### src/sv/fpc_pkg.sv
// Shared types and constants for the frame progress checker.
// No dependencies; used by every module of the block.
`default_nettype none

package fpc_pkg;

    // Proof status codes
    localparam logic [1:0] ST_RUNNING  = 2'd0;
    localparam logic [1:0] ST_PASSED   = 2'd1;
    localparam logic [1:0] ST_DEAD     = 2'd2;
    localparam logic [1:0] ST_BAD_STEP = 2'd3;

    // Configuration register indexes
    localparam int unsigned CFG_IDX_BITS = 2;
    localparam logic [CFG_IDX_BITS-1:0] CFG_REQUIRED_STEPS = 2'd0;
    localparam logic [CFG_IDX_BITS-1:0] CFG_STAGNANT_LIMIT = 2'd1;

    // Field widths
    localparam int unsigned RASTER_BITS = 9;
    localparam int unsigned STEPS_BITS  = 4;
    localparam int unsigned LIMIT_BITS  = 17;
    localparam int unsigned CFG_DATA_BITS = LIMIT_BITS;

    // Reset values of the configuration registers
    localparam logic [STEPS_BITS-1:0] REQUIRED_STEPS_RST = 4'd3;
    localparam logic [LIMIT_BITS-1:0] STAGNANT_LIMIT_RST = 17'h10000;

    // Current configuration as seen by the tracker
    typedef struct packed {
        logic [STEPS_BITS-1:0] required_steps;
        logic [LIMIT_BITS-1:0] stagnant_limit;
    } t_cfg;

endpackage

`default_nettype wire

### src/sv/fpc_cfg_regs.sv
// Configuration registers of the frame progress checker.
// Depends on fpc_pkg for register indexes, reset values and the t_cfg struct.
`default_nettype none

module fpc_cfg_regs (
    input  wire                                   i_clk,
    input  wire                                   i_rst_n,
    input  wire                                   i_cfg_valid,
    output logic                                  o_cfg_ready,
    input  wire [fpc_pkg::CFG_IDX_BITS-1:0]       i_cfg_index,
    input  wire [fpc_pkg::CFG_DATA_BITS-1:0]      i_cfg_data,
    output fpc_pkg::t_cfg                         o_cfg
);

    fpc_pkg::t_cfg r_cfg;

    // Always take a configuration word
    assign o_cfg_ready = 1'b1;
    assign o_cfg       = r_cfg;

    // Write the addressed register, drop writes to unknown indexes
    always_ff @(posedge i_clk) begin
        if (!i_rst_n) begin
            r_cfg.required_steps <= fpc_pkg::REQUIRED_STEPS_RST;
            r_cfg.stagnant_limit <= fpc_pkg::STAGNANT_LIMIT_RST;
        end else if (i_cfg_valid) begin
            unique case (i_cfg_index)
                fpc_pkg::CFG_REQUIRED_STEPS: begin
                    r_cfg.required_steps <= i_cfg_data[fpc_pkg::STEPS_BITS-1:0];
                end
                fpc_pkg::CFG_STAGNANT_LIMIT: begin
                    r_cfg.stagnant_limit <= i_cfg_data;
                end
                default: begin
                end
            endcase
        end
    end

endmodule

`default_nettype wire

### src/sv/fpc_tracker.sv
// Proof state and per-word update logic of the frame progress checker.
// Depends on fpc_pkg for status codes, widths and the t_cfg struct.
`default_nettype none

module fpc_tracker #(
    parameter int unsigned FRAME_COUNT_BITS = 16
) (
    input  wire                                 i_clk,
    input  wire                                 i_rst_n,
    input  wire                                 i_en,
    input  wire [fpc_pkg::RASTER_BITS-1:0]      i_raster_line,
    input  wire [FRAME_COUNT_BITS-1:0]          i_frame_count,
    input  wire                                 i_restart,
    input  wire fpc_pkg::t_cfg                  i_cfg,
    output logic [1:0]                          o_status,
    output logic [fpc_pkg::STEPS_BITS-1:0]      o_steps_verified
);

    localparam int unsigned RB = fpc_pkg::RASTER_BITS;
    localparam int unsigned SB = fpc_pkg::STEPS_BITS;
    localparam int unsigned LB = fpc_pkg::LIMIT_BITS;

    logic                        r_phase_synced, n_phase_synced;
    logic                        r_have_base, n_have_base;
    logic [RB-1:0]               r_base_raster, n_base_raster;
    logic [LB-1:0]               r_stagnant_run, n_stagnant_run;
    logic [FRAME_COUNT_BITS-1:0] r_base_frame, n_base_frame;
    logic [SB-1:0]               r_step_count, n_step_count;
    logic [1:0]                  r_status, n_status;

    logic [FRAME_COUNT_BITS-1:0] frame_diff;
    logic [SB-1:0]               need_steps;
    logic [LB-1:0]               limit_eff;
    logic [SB-1:0]               step_inc;
    logic [LB-1:0]               run_inc;
    logic                        is_wrap;

    // Zero limits act as one
    assign need_steps = (i_cfg.required_steps == '0) ? SB'(1) : i_cfg.required_steps;
    assign limit_eff  = (i_cfg.stagnant_limit == '0) ? LB'(1) : i_cfg.stagnant_limit;
    assign frame_diff = i_frame_count - r_base_frame;
    assign step_inc   = r_step_count + SB'(1);
    assign run_inc    = (r_stagnant_run == {LB{1'b1}}) ? r_stagnant_run
                                                       : r_stagnant_run + LB'(1);
    // Wrap: base high half, sample low half
    assign is_wrap    = r_base_raster[RB-1] && !i_raster_line[RB-1];

    // Next proof state for the word in the input register
    always_comb begin
        n_phase_synced = r_phase_synced;
        n_have_base    = r_have_base;
        n_base_raster  = r_base_raster;
        n_stagnant_run = r_stagnant_run;
        n_base_frame   = r_base_frame;
        n_step_count   = r_step_count;
        n_status       = r_status;
        if (i_restart) begin
            n_phase_synced = 1'b0;
            n_step_count   = '0;
            n_stagnant_run = '0;
            n_status       = fpc_pkg::ST_RUNNING;
            n_have_base    = 1'b1;
            n_base_raster  = i_raster_line;
        end else if (r_status == fpc_pkg::ST_RUNNING) begin
            if (!r_have_base) begin
                n_have_base    = 1'b1;
                n_base_raster  = i_raster_line;
                n_stagnant_run = '0;
            end else if (is_wrap) begin
                // Frame wrap: sync on the first, check unit step after that
                n_have_base    = 1'b0;
                n_stagnant_run = '0;
                if (!r_phase_synced) begin
                    n_phase_synced = 1'b1;
                    n_base_frame   = i_frame_count;
                end else if (frame_diff == FRAME_COUNT_BITS'(1)) begin
                    n_step_count = step_inc;
                    n_base_frame = i_frame_count;
                    if (step_inc >= need_steps) begin
                        n_status = fpc_pkg::ST_PASSED;
                    end
                end else begin
                    n_status = fpc_pkg::ST_BAD_STEP;
                end
            end else begin
                // Count unchanged samples, fail once the run reaches the limit
                if (i_raster_line == r_base_raster) begin
                    n_stagnant_run = run_inc;
                    if (run_inc >= limit_eff) begin
                        n_status = fpc_pkg::ST_DEAD;
                    end
                end else begin
                    n_stagnant_run = '0;
                end
                n_base_raster = i_raster_line;
            end
        end
    end

    assign o_status         = n_status;
    assign o_steps_verified = n_step_count;

    // Control state
    always_ff @(posedge i_clk) begin
        if (!i_rst_n) begin
            r_phase_synced <= 1'b0;
            r_have_base    <= 1'b0;
            r_base_raster  <= '0;
            r_stagnant_run <= '0;
            r_base_frame   <= '0;
            r_step_count   <= '0;
            r_status       <= fpc_pkg::ST_RUNNING;
        end else if (i_en) begin
            r_phase_synced <= n_phase_synced;
            r_have_base    <= n_have_base;
            r_base_raster  <= n_base_raster;
            r_stagnant_run <= n_stagnant_run;
            r_base_frame   <= n_base_frame;
            r_step_count   <= n_step_count;
            r_status       <= n_status;
        end
    end

    // A final status holds until restart
    a_final_holds: assert property (@(posedge i_clk) disable iff (!i_rst_n)
        (i_en && !i_restart && r_status != fpc_pkg::ST_RUNNING)
        |=> (r_status == $past(r_status) && r_step_count == $past(r_step_count)))
        else $error("final status changed without restart");

    // Restart starts a new proof with this sample as base
    a_restart_clears: assert property (@(posedge i_clk) disable iff (!i_rst_n)
        (i_en && i_restart)
        |=> (r_have_base && !r_phase_synced && r_step_count == '0
             && r_status == fpc_pkg::ST_RUNNING))
        else $error("restart did not clear progress");

    // Steps are only counted after synchronization
    a_steps_need_sync: assert property (@(posedge i_clk) disable iff (!i_rst_n)
        !r_phase_synced |-> r_step_count == '0)
        else $error("steps counted before synchronizing wrap");

endmodule

`default_nettype wire

### src/sv/frame_progress_checker_core.sv
// Frame progress checker: input register, one update stage, result register; a word
// moves on when the result register is free, one word per cycle while results drain.
// The input side keeps taking words while a result waits, until the input register
// is also held. Synchronous active-low reset clears the proof state to running with
// no base sample; required_steps resets to 3 and stagnant_limit to 65536.
// Depends on fpc_pkg, fpc_cfg_regs and fpc_tracker.
`default_nettype none

module frame_progress_checker_core #(
    parameter int unsigned FRAME_COUNT_BITS = 16
) (
    input  wire                                 i_clk,
    input  wire                                 i_rst_n,
    // configuration write channel
    input  wire                                 i_cfg_valid,
    output logic                                o_cfg_ready,
    input  wire [fpc_pkg::CFG_IDX_BITS-1:0]     i_cfg_index,
    input  wire [fpc_pkg::CFG_DATA_BITS-1:0]    i_cfg_data,
    // input words
    input  wire                                 i_in_valid,
    output logic                                o_in_ready,
    input  wire [fpc_pkg::RASTER_BITS-1:0]      i_raster_line,
    input  wire [FRAME_COUNT_BITS-1:0]          i_frame_count,
    input  wire                                 i_restart,
    // result words
    output logic                                o_out_valid,
    input  wire                                 i_out_ready,
    output logic [1:0]                          o_status,
    output logic [fpc_pkg::STEPS_BITS-1:0]      o_steps_verified
);

    fpc_pkg::t_cfg cfg;

    logic                                r_in_valid;
    logic [fpc_pkg::RASTER_BITS-1:0]     r_raster;
    logic [FRAME_COUNT_BITS-1:0]         r_frame;
    logic                                r_restart;
    logic                                r_out_valid;
    logic [1:0]                          r_status;
    logic [fpc_pkg::STEPS_BITS-1:0]      r_steps;
    logic                                advance;
    logic [1:0]                          nxt_status;
    logic [fpc_pkg::STEPS_BITS-1:0]      nxt_steps;

    fpc_cfg_regs u_cfg (
        .i_clk       (i_clk),
        .i_rst_n     (i_rst_n),
        .i_cfg_valid (i_cfg_valid),
        .o_cfg_ready (o_cfg_ready),
        .i_cfg_index (i_cfg_index),
        .i_cfg_data  (i_cfg_data),
        .o_cfg       (cfg)
    );

    // Move the held word into the result register when it is free
    assign advance    = r_in_valid && (!r_out_valid || i_out_ready);
    assign o_in_ready = !r_in_valid || advance;

    fpc_tracker #(
        .FRAME_COUNT_BITS (FRAME_COUNT_BITS)
    ) u_tracker (
        .i_clk            (i_clk),
        .i_rst_n          (i_rst_n),
        .i_en             (advance),
        .i_raster_line    (r_raster),
        .i_frame_count    (r_frame),
        .i_restart        (r_restart),
        .i_cfg            (cfg),
        .o_status         (nxt_status),
        .o_steps_verified (nxt_steps)
    );

    // Input register
    always_ff @(posedge i_clk) begin
        if (!i_rst_n) begin
            r_in_valid <= 1'b0;
        end else if (o_in_ready) begin
            r_in_valid <= i_in_valid;
        end
    end

    always_ff @(posedge i_clk) begin
        if (i_in_valid && o_in_ready) begin
            r_raster  <= i_raster_line;
            r_frame   <= i_frame_count;
            r_restart <= i_restart;
        end
    end

    // Result register
    always_ff @(posedge i_clk) begin
        if (!i_rst_n) begin
            r_out_valid <= 1'b0;
        end else if (advance) begin
            r_out_valid <= 1'b1;
        end else if (i_out_ready) begin
            r_out_valid <= 1'b0;
        end
    end

    always_ff @(posedge i_clk) begin
        if (advance) begin
            r_status <= nxt_status;
            r_steps  <= nxt_steps;
        end
    end

    assign o_out_valid      = r_out_valid;
    assign o_status         = r_status;
    assign o_steps_verified = r_steps;

    // Input stalls only while a word is held
    a_stall_holds_word: assert property (@(posedge i_clk) disable iff (!i_rst_n)
        !o_in_ready |-> (r_in_valid && r_out_valid && !i_out_ready))
        else $error("input stalled without a held word");

    // A word that advances always produces a result next cycle
    a_advance_result: assert property (@(posedge i_clk) disable iff (!i_rst_n)
        advance |=> r_out_valid)
        else $error("advanced word produced no result");

endmodule

`default_nettype wire
### config.mk
export PLATFORM = sky130hd
export DESIGN_NAME = frame_progress_checker_core
export DESIGN_NICKNAME = d
export VERILOG_FILES = /design/src/sv/fpc_pkg.sv /design/src/sv/fpc_cfg_regs.sv /design/src/sv/fpc_tracker.sv /design/src/sv/frame_progress_checker_core.sv
export SDC_FILE = /design/constraint.sdc
export NUM_CORES = 1
export LEC_CHECK = 0
export ABC_AREA = 1
export BUFFER_PORTS_ARGS = -buffer_cell sky130_fd_sc_hd__buf_2
export CORE_ASPECT_RATIO = 1.5
export CORE_UTILIZATION = 29
export DETAILED_ROUTE_END_ITERATION = 8
export GPL_ROUTABILITY_DRIVEN = 0
export MAX_ROUTING_LAYER = met4
export PLACE_DENSITY = 0.41
export SYNTH_ARGS = -nofsm -noshare
export SYNTH_HDL_FRONTEND = slang
export SYNTH_SLANG_ARGS = --single-unit
### constraint.sdc
create_clock -name i_clk -period 3.3 [get_ports i_clk]
set_clock_uncertainty 0.2 [all_clocks]
set_input_delay 0.33 -clock i_clk [delete_from_list [all_inputs] [get_ports i_clk]]
set_output_delay 0.33 -clock i_clk [all_outputs]
set_load 0.03 [all_outputs]
==> qor.csv <==
stage,metric,value,unit
outcome,status,finished clean,
placement,dpl.hpwl,12100,um
logic_synthesis,most_used_flip_flop_cell_after_synthesis,dfxtp_1,
sta,final.period_utilization,0.982,
floorplanning,fp.dieArea,21100,sq um
route,routed_via_density,4.65,
global_routing,number_of_antenna_violations_at_the_first_check_in_global_routing,0,
floorplanning,ios,59,
cts,cts.reportedPaths.clkPinSlew,70,ps
route,detailed_routing_iterations_pass_1,4,
finish,area_growth,23.6,%
critical_path,path_class,reg -> reg,
sta,fin_crit,3240,ps
power,power.switching,756,uW
finish,fillerInstances,2119,
global_routing,first_global_vias,5409,
sta,max_slew.worst_pin.slew,790,ps
power,vdd_drop_max,249,uV
critical_path,cp-startpoint,u_tracker.r_stagnant_run[1],
route,detail_route.wl_per_cell,13.6,um
logic_synthesis,synth_sequential_area_ratio,0.406,
finish,mostFrequentLayoutCell,nand2_1,
cts,clock-sinks,105,
logic_synthesis,synth_cells,801,
power,power-per-cell-area,399,nW/um^2
global_routing,track_usage,0.159,
finish,proportion_of_layout_cells_with_a_drive_suffix_above_1,0.148,
power,power.share.combinational,0.132,
sta,relSlewSlack,0.473,
cts,maximum_level_of_the_cts_h_tree,3,
critical_path,worst-path-max-fanout,4,
placement,placement.io_buffers,57,
finish,antennaDiodeCount,0,
logic_synthesis,post_synth_instance_area,5960,sq um
logic_synthesis,synth_fp_nets,891,
floorplanning,initial_standard_cell_utilization_of_the_core,0.299,
global_routing,gr-total-overflow,0,
finish,post_route_insts_no_fill,1163,
finish,layout.cells.most_common_list,"nand2_1 (180), inv_1 (131), a21oi_1 (76), dfxtp_1 (71), buf_2 (57)",
power,power.share.clock,0.388,
sta,setup_violations,0,
finish,layout.area.seq,2430,sq um
route,drc_errors,0,
worst_hold_path,hp-class,in -> reg,
sta,final_hold_viol_count,0,
route,num_vias,5410,
floorplanning,fp-row-count,63,
logic_synthesis,unique_masters_post_synth,44,
job,timing.max_cap.violations,0,
logic_synthesis,ys_ff_latch,105,
global_routing,grt_max_degree,32,
logic_synthesis,async_flop_share,0,
logic_synthesis,synth-edff-count,32,
cts,number_of_buffers_created_by_cts,9,
route,drt-initial-drc-count,145,
finish,area_of_the_multi_input_gates,3040,sq um
critical_path,worst-endpoint-arrival,3150,ps
sta,slew_violations,0,
logic_synthesis,synth.avg_cell_area,7.44,sq um
critical_path,rr_startpoint,u_tracker.r_stagnant_run[1],
cts,worst_skew_pair.late_latency,350,ps
critical_path,kind_of_launch_point_of_the_worst_setup_path,flop,
finish,num-nets-final,988,
sta,grt_setup_unrepaired,yes,
worst_hold_path,hold_start,i_cfg_data[1],
route,routed_wirelength,15900,um
logic_synthesis,ys_warn_count,0,
finish,finalCoreUtilization,0.369,
placement,placedCellCount,1114,
worst_hold_path,timing.hold.worst_path_depth,3,
sta,max_clock_freq,309,MHz
floorplanning,die_height,178,um
power,p_int,2.19,mW
critical_path,worst-endpoint-required,3210,ps
critical_path,cp-end-kind,flop,
cts,cts-root-buf,clkbuf_16,
critical_path,reg2regPathDepth,23,
power,leakage,3.36,nW
route,antenna_left,0,
cts,tritoncts,yes,
cts,cts_max_path_buffers,2,
global_routing,wire_length_of_the_first_global_routing_pass,25500,um
sta,timing.hold.ws,20.5,ps
power,power.share.sequential,0.480,
floorplanning,core,19900,sq um
floorplanning,die-width,119,um
power,switch_share,0.257,
[kinds of logic (layout without fill, tap and decap cells)]
logic type	Yosys count	in the layout	share of synthesized area
AND/OR/NAND/NOR	328	328	0.241
buffers and inverters	156	258	0.101
AO/OA/AOI/OAI	148	148	0.132
flip-flops	105	105	0.406
adder cells (fa/ha/maj)	40	40	0.0852
XOR/XNOR	22	22	0.0323
other	1	1	0.000629
multiplexers	1	1	0.00168
[final timing paths]
| path | endpoint | slack, ps |
|---|---|---|
| worst max register to register | o_status[1] | 60 |
| worst max-delay path | o_status[1] | 60 |
| worst min register to register | u_tracker.r_base_frame[5] | 260 |
| worst min-delay path | u_cfg.o_cfg[18] | 20 |
[final cells by class]
class,instances,share of cell area
well taps,260,0.0442
clock buffers,14,0.0416
flip-flops and latches,105,0.330
inverters,134,0.0683
repair buffers,108,0.102
multi-input cells,540,0.412
clock inverters,2,0.00221
[power by group through the flow]
| stage | logic (mW) | clock network, mW | registers, mW |
|---|---|---|---|
| 2_1_floorplan | 0.247 | 0 | 1.44 |
| 3_3_place_gp | 0.359 | 0 | 1.44 |
| 3_5_place_dp | 0.366 | 0 | 1.44 |
| 4_1_cts | 0.393 | 1.19 | 1.41 |
| 5_1_grt | 0.447 | 1.24 | 1.42 |
| 6_report | 0.389 | 1.14 | 1.41 |
[stage by stage]
step	cell area, sq um	power (mW)	setup WS [ps]	TNS (ps)
floorplan	5960	1.69	274	0
global placement	6620	1.80	73.9	0
detailed placement	6620	1.81	-67.0	-67.0
CTS	7270	3.00	11.3	0
global route	7370	3.10	-207	-351
finish	7370	2.94	59.8	0
[flip-flops by register name, indices dropped and copies added (netlist names), 2 cells and up]
name,cells
o_steps_verified,4
u_tracker.r_stagnant_run,17
r_raster,9
u_tracker.r_base_raster,9
r_frame,16
o_status,2
u_cfg.o_cfg,21
u_tracker.r_status,2
u_tracker.r_step_count,4
u_tracker.r_base_frame,16
[Yosys cell counts, types with 2 or more instances]
master	instances	area (sq um)
a21oi_1	78	390
a22oi_1	2	15.0
and2_1	3	18.8
and3_1	2	12.5
buf_2	3	15.0
clkbuf_1	17	63.8
dfxtp_1	73	1460
edfxtp_1	32	961
ha_1	39	488
inv_1	131	492
inv_2	3	11.3
nand2_1	182	683
nand2_2	7	43.8
nand3_1	38	190
nand3b_1	3	22.5
nand4_1	21	131
nor2_1	51	191
nor2_2	3	18.8
nor3_1	11	55.1
nor3_2	2	20.0
o211ai_1	2	15.0
o21a_1	2	15.0
o21ai_0	55	275
xnor2_1	11	96.3
xor2_1	11	96.3
[routing by layer]
layer	part of all wire	track usage	vias to the layer above
met3	0.024	0.0251	27
met2	0.56	0.310	84
met5	0	-	-
met1	0.39	0.151	2505
li1	-	-	2794
met4	0.031	0.0728	0
[critical path, stage by stage (launching register included)]
cell and delay, ps:
dfxtp_4 360, ha_4 160, nand3_2 80, nor2_1 40, nand2_1 100, nor2_2 50, nand2_2 90, nor2_4 70
nor3_4 200, nand2_1 90, nor2_2 160, nand3_2 110, xnor2_2 240, ha_4 240, nand4_1 110, a21oi_1 60
nor2_1 110, nand4_1 90, a21oi_1 150, nor2_1 50, nand2_1 60, nand2_1 40, nand2_1 70, inv_1 50
[repair_timing]
item | 4_1_cts | 5_1_grt
endpoints found under the hold margin | 28 | 0
hold buffers | 28 | 0
setup endpoints to repair | 2 | 2
resized for setup | 6 | 19
setup buffers | 2 | 3
pin swaps | 1 | 15
Power figures use the tool's default switching activity.
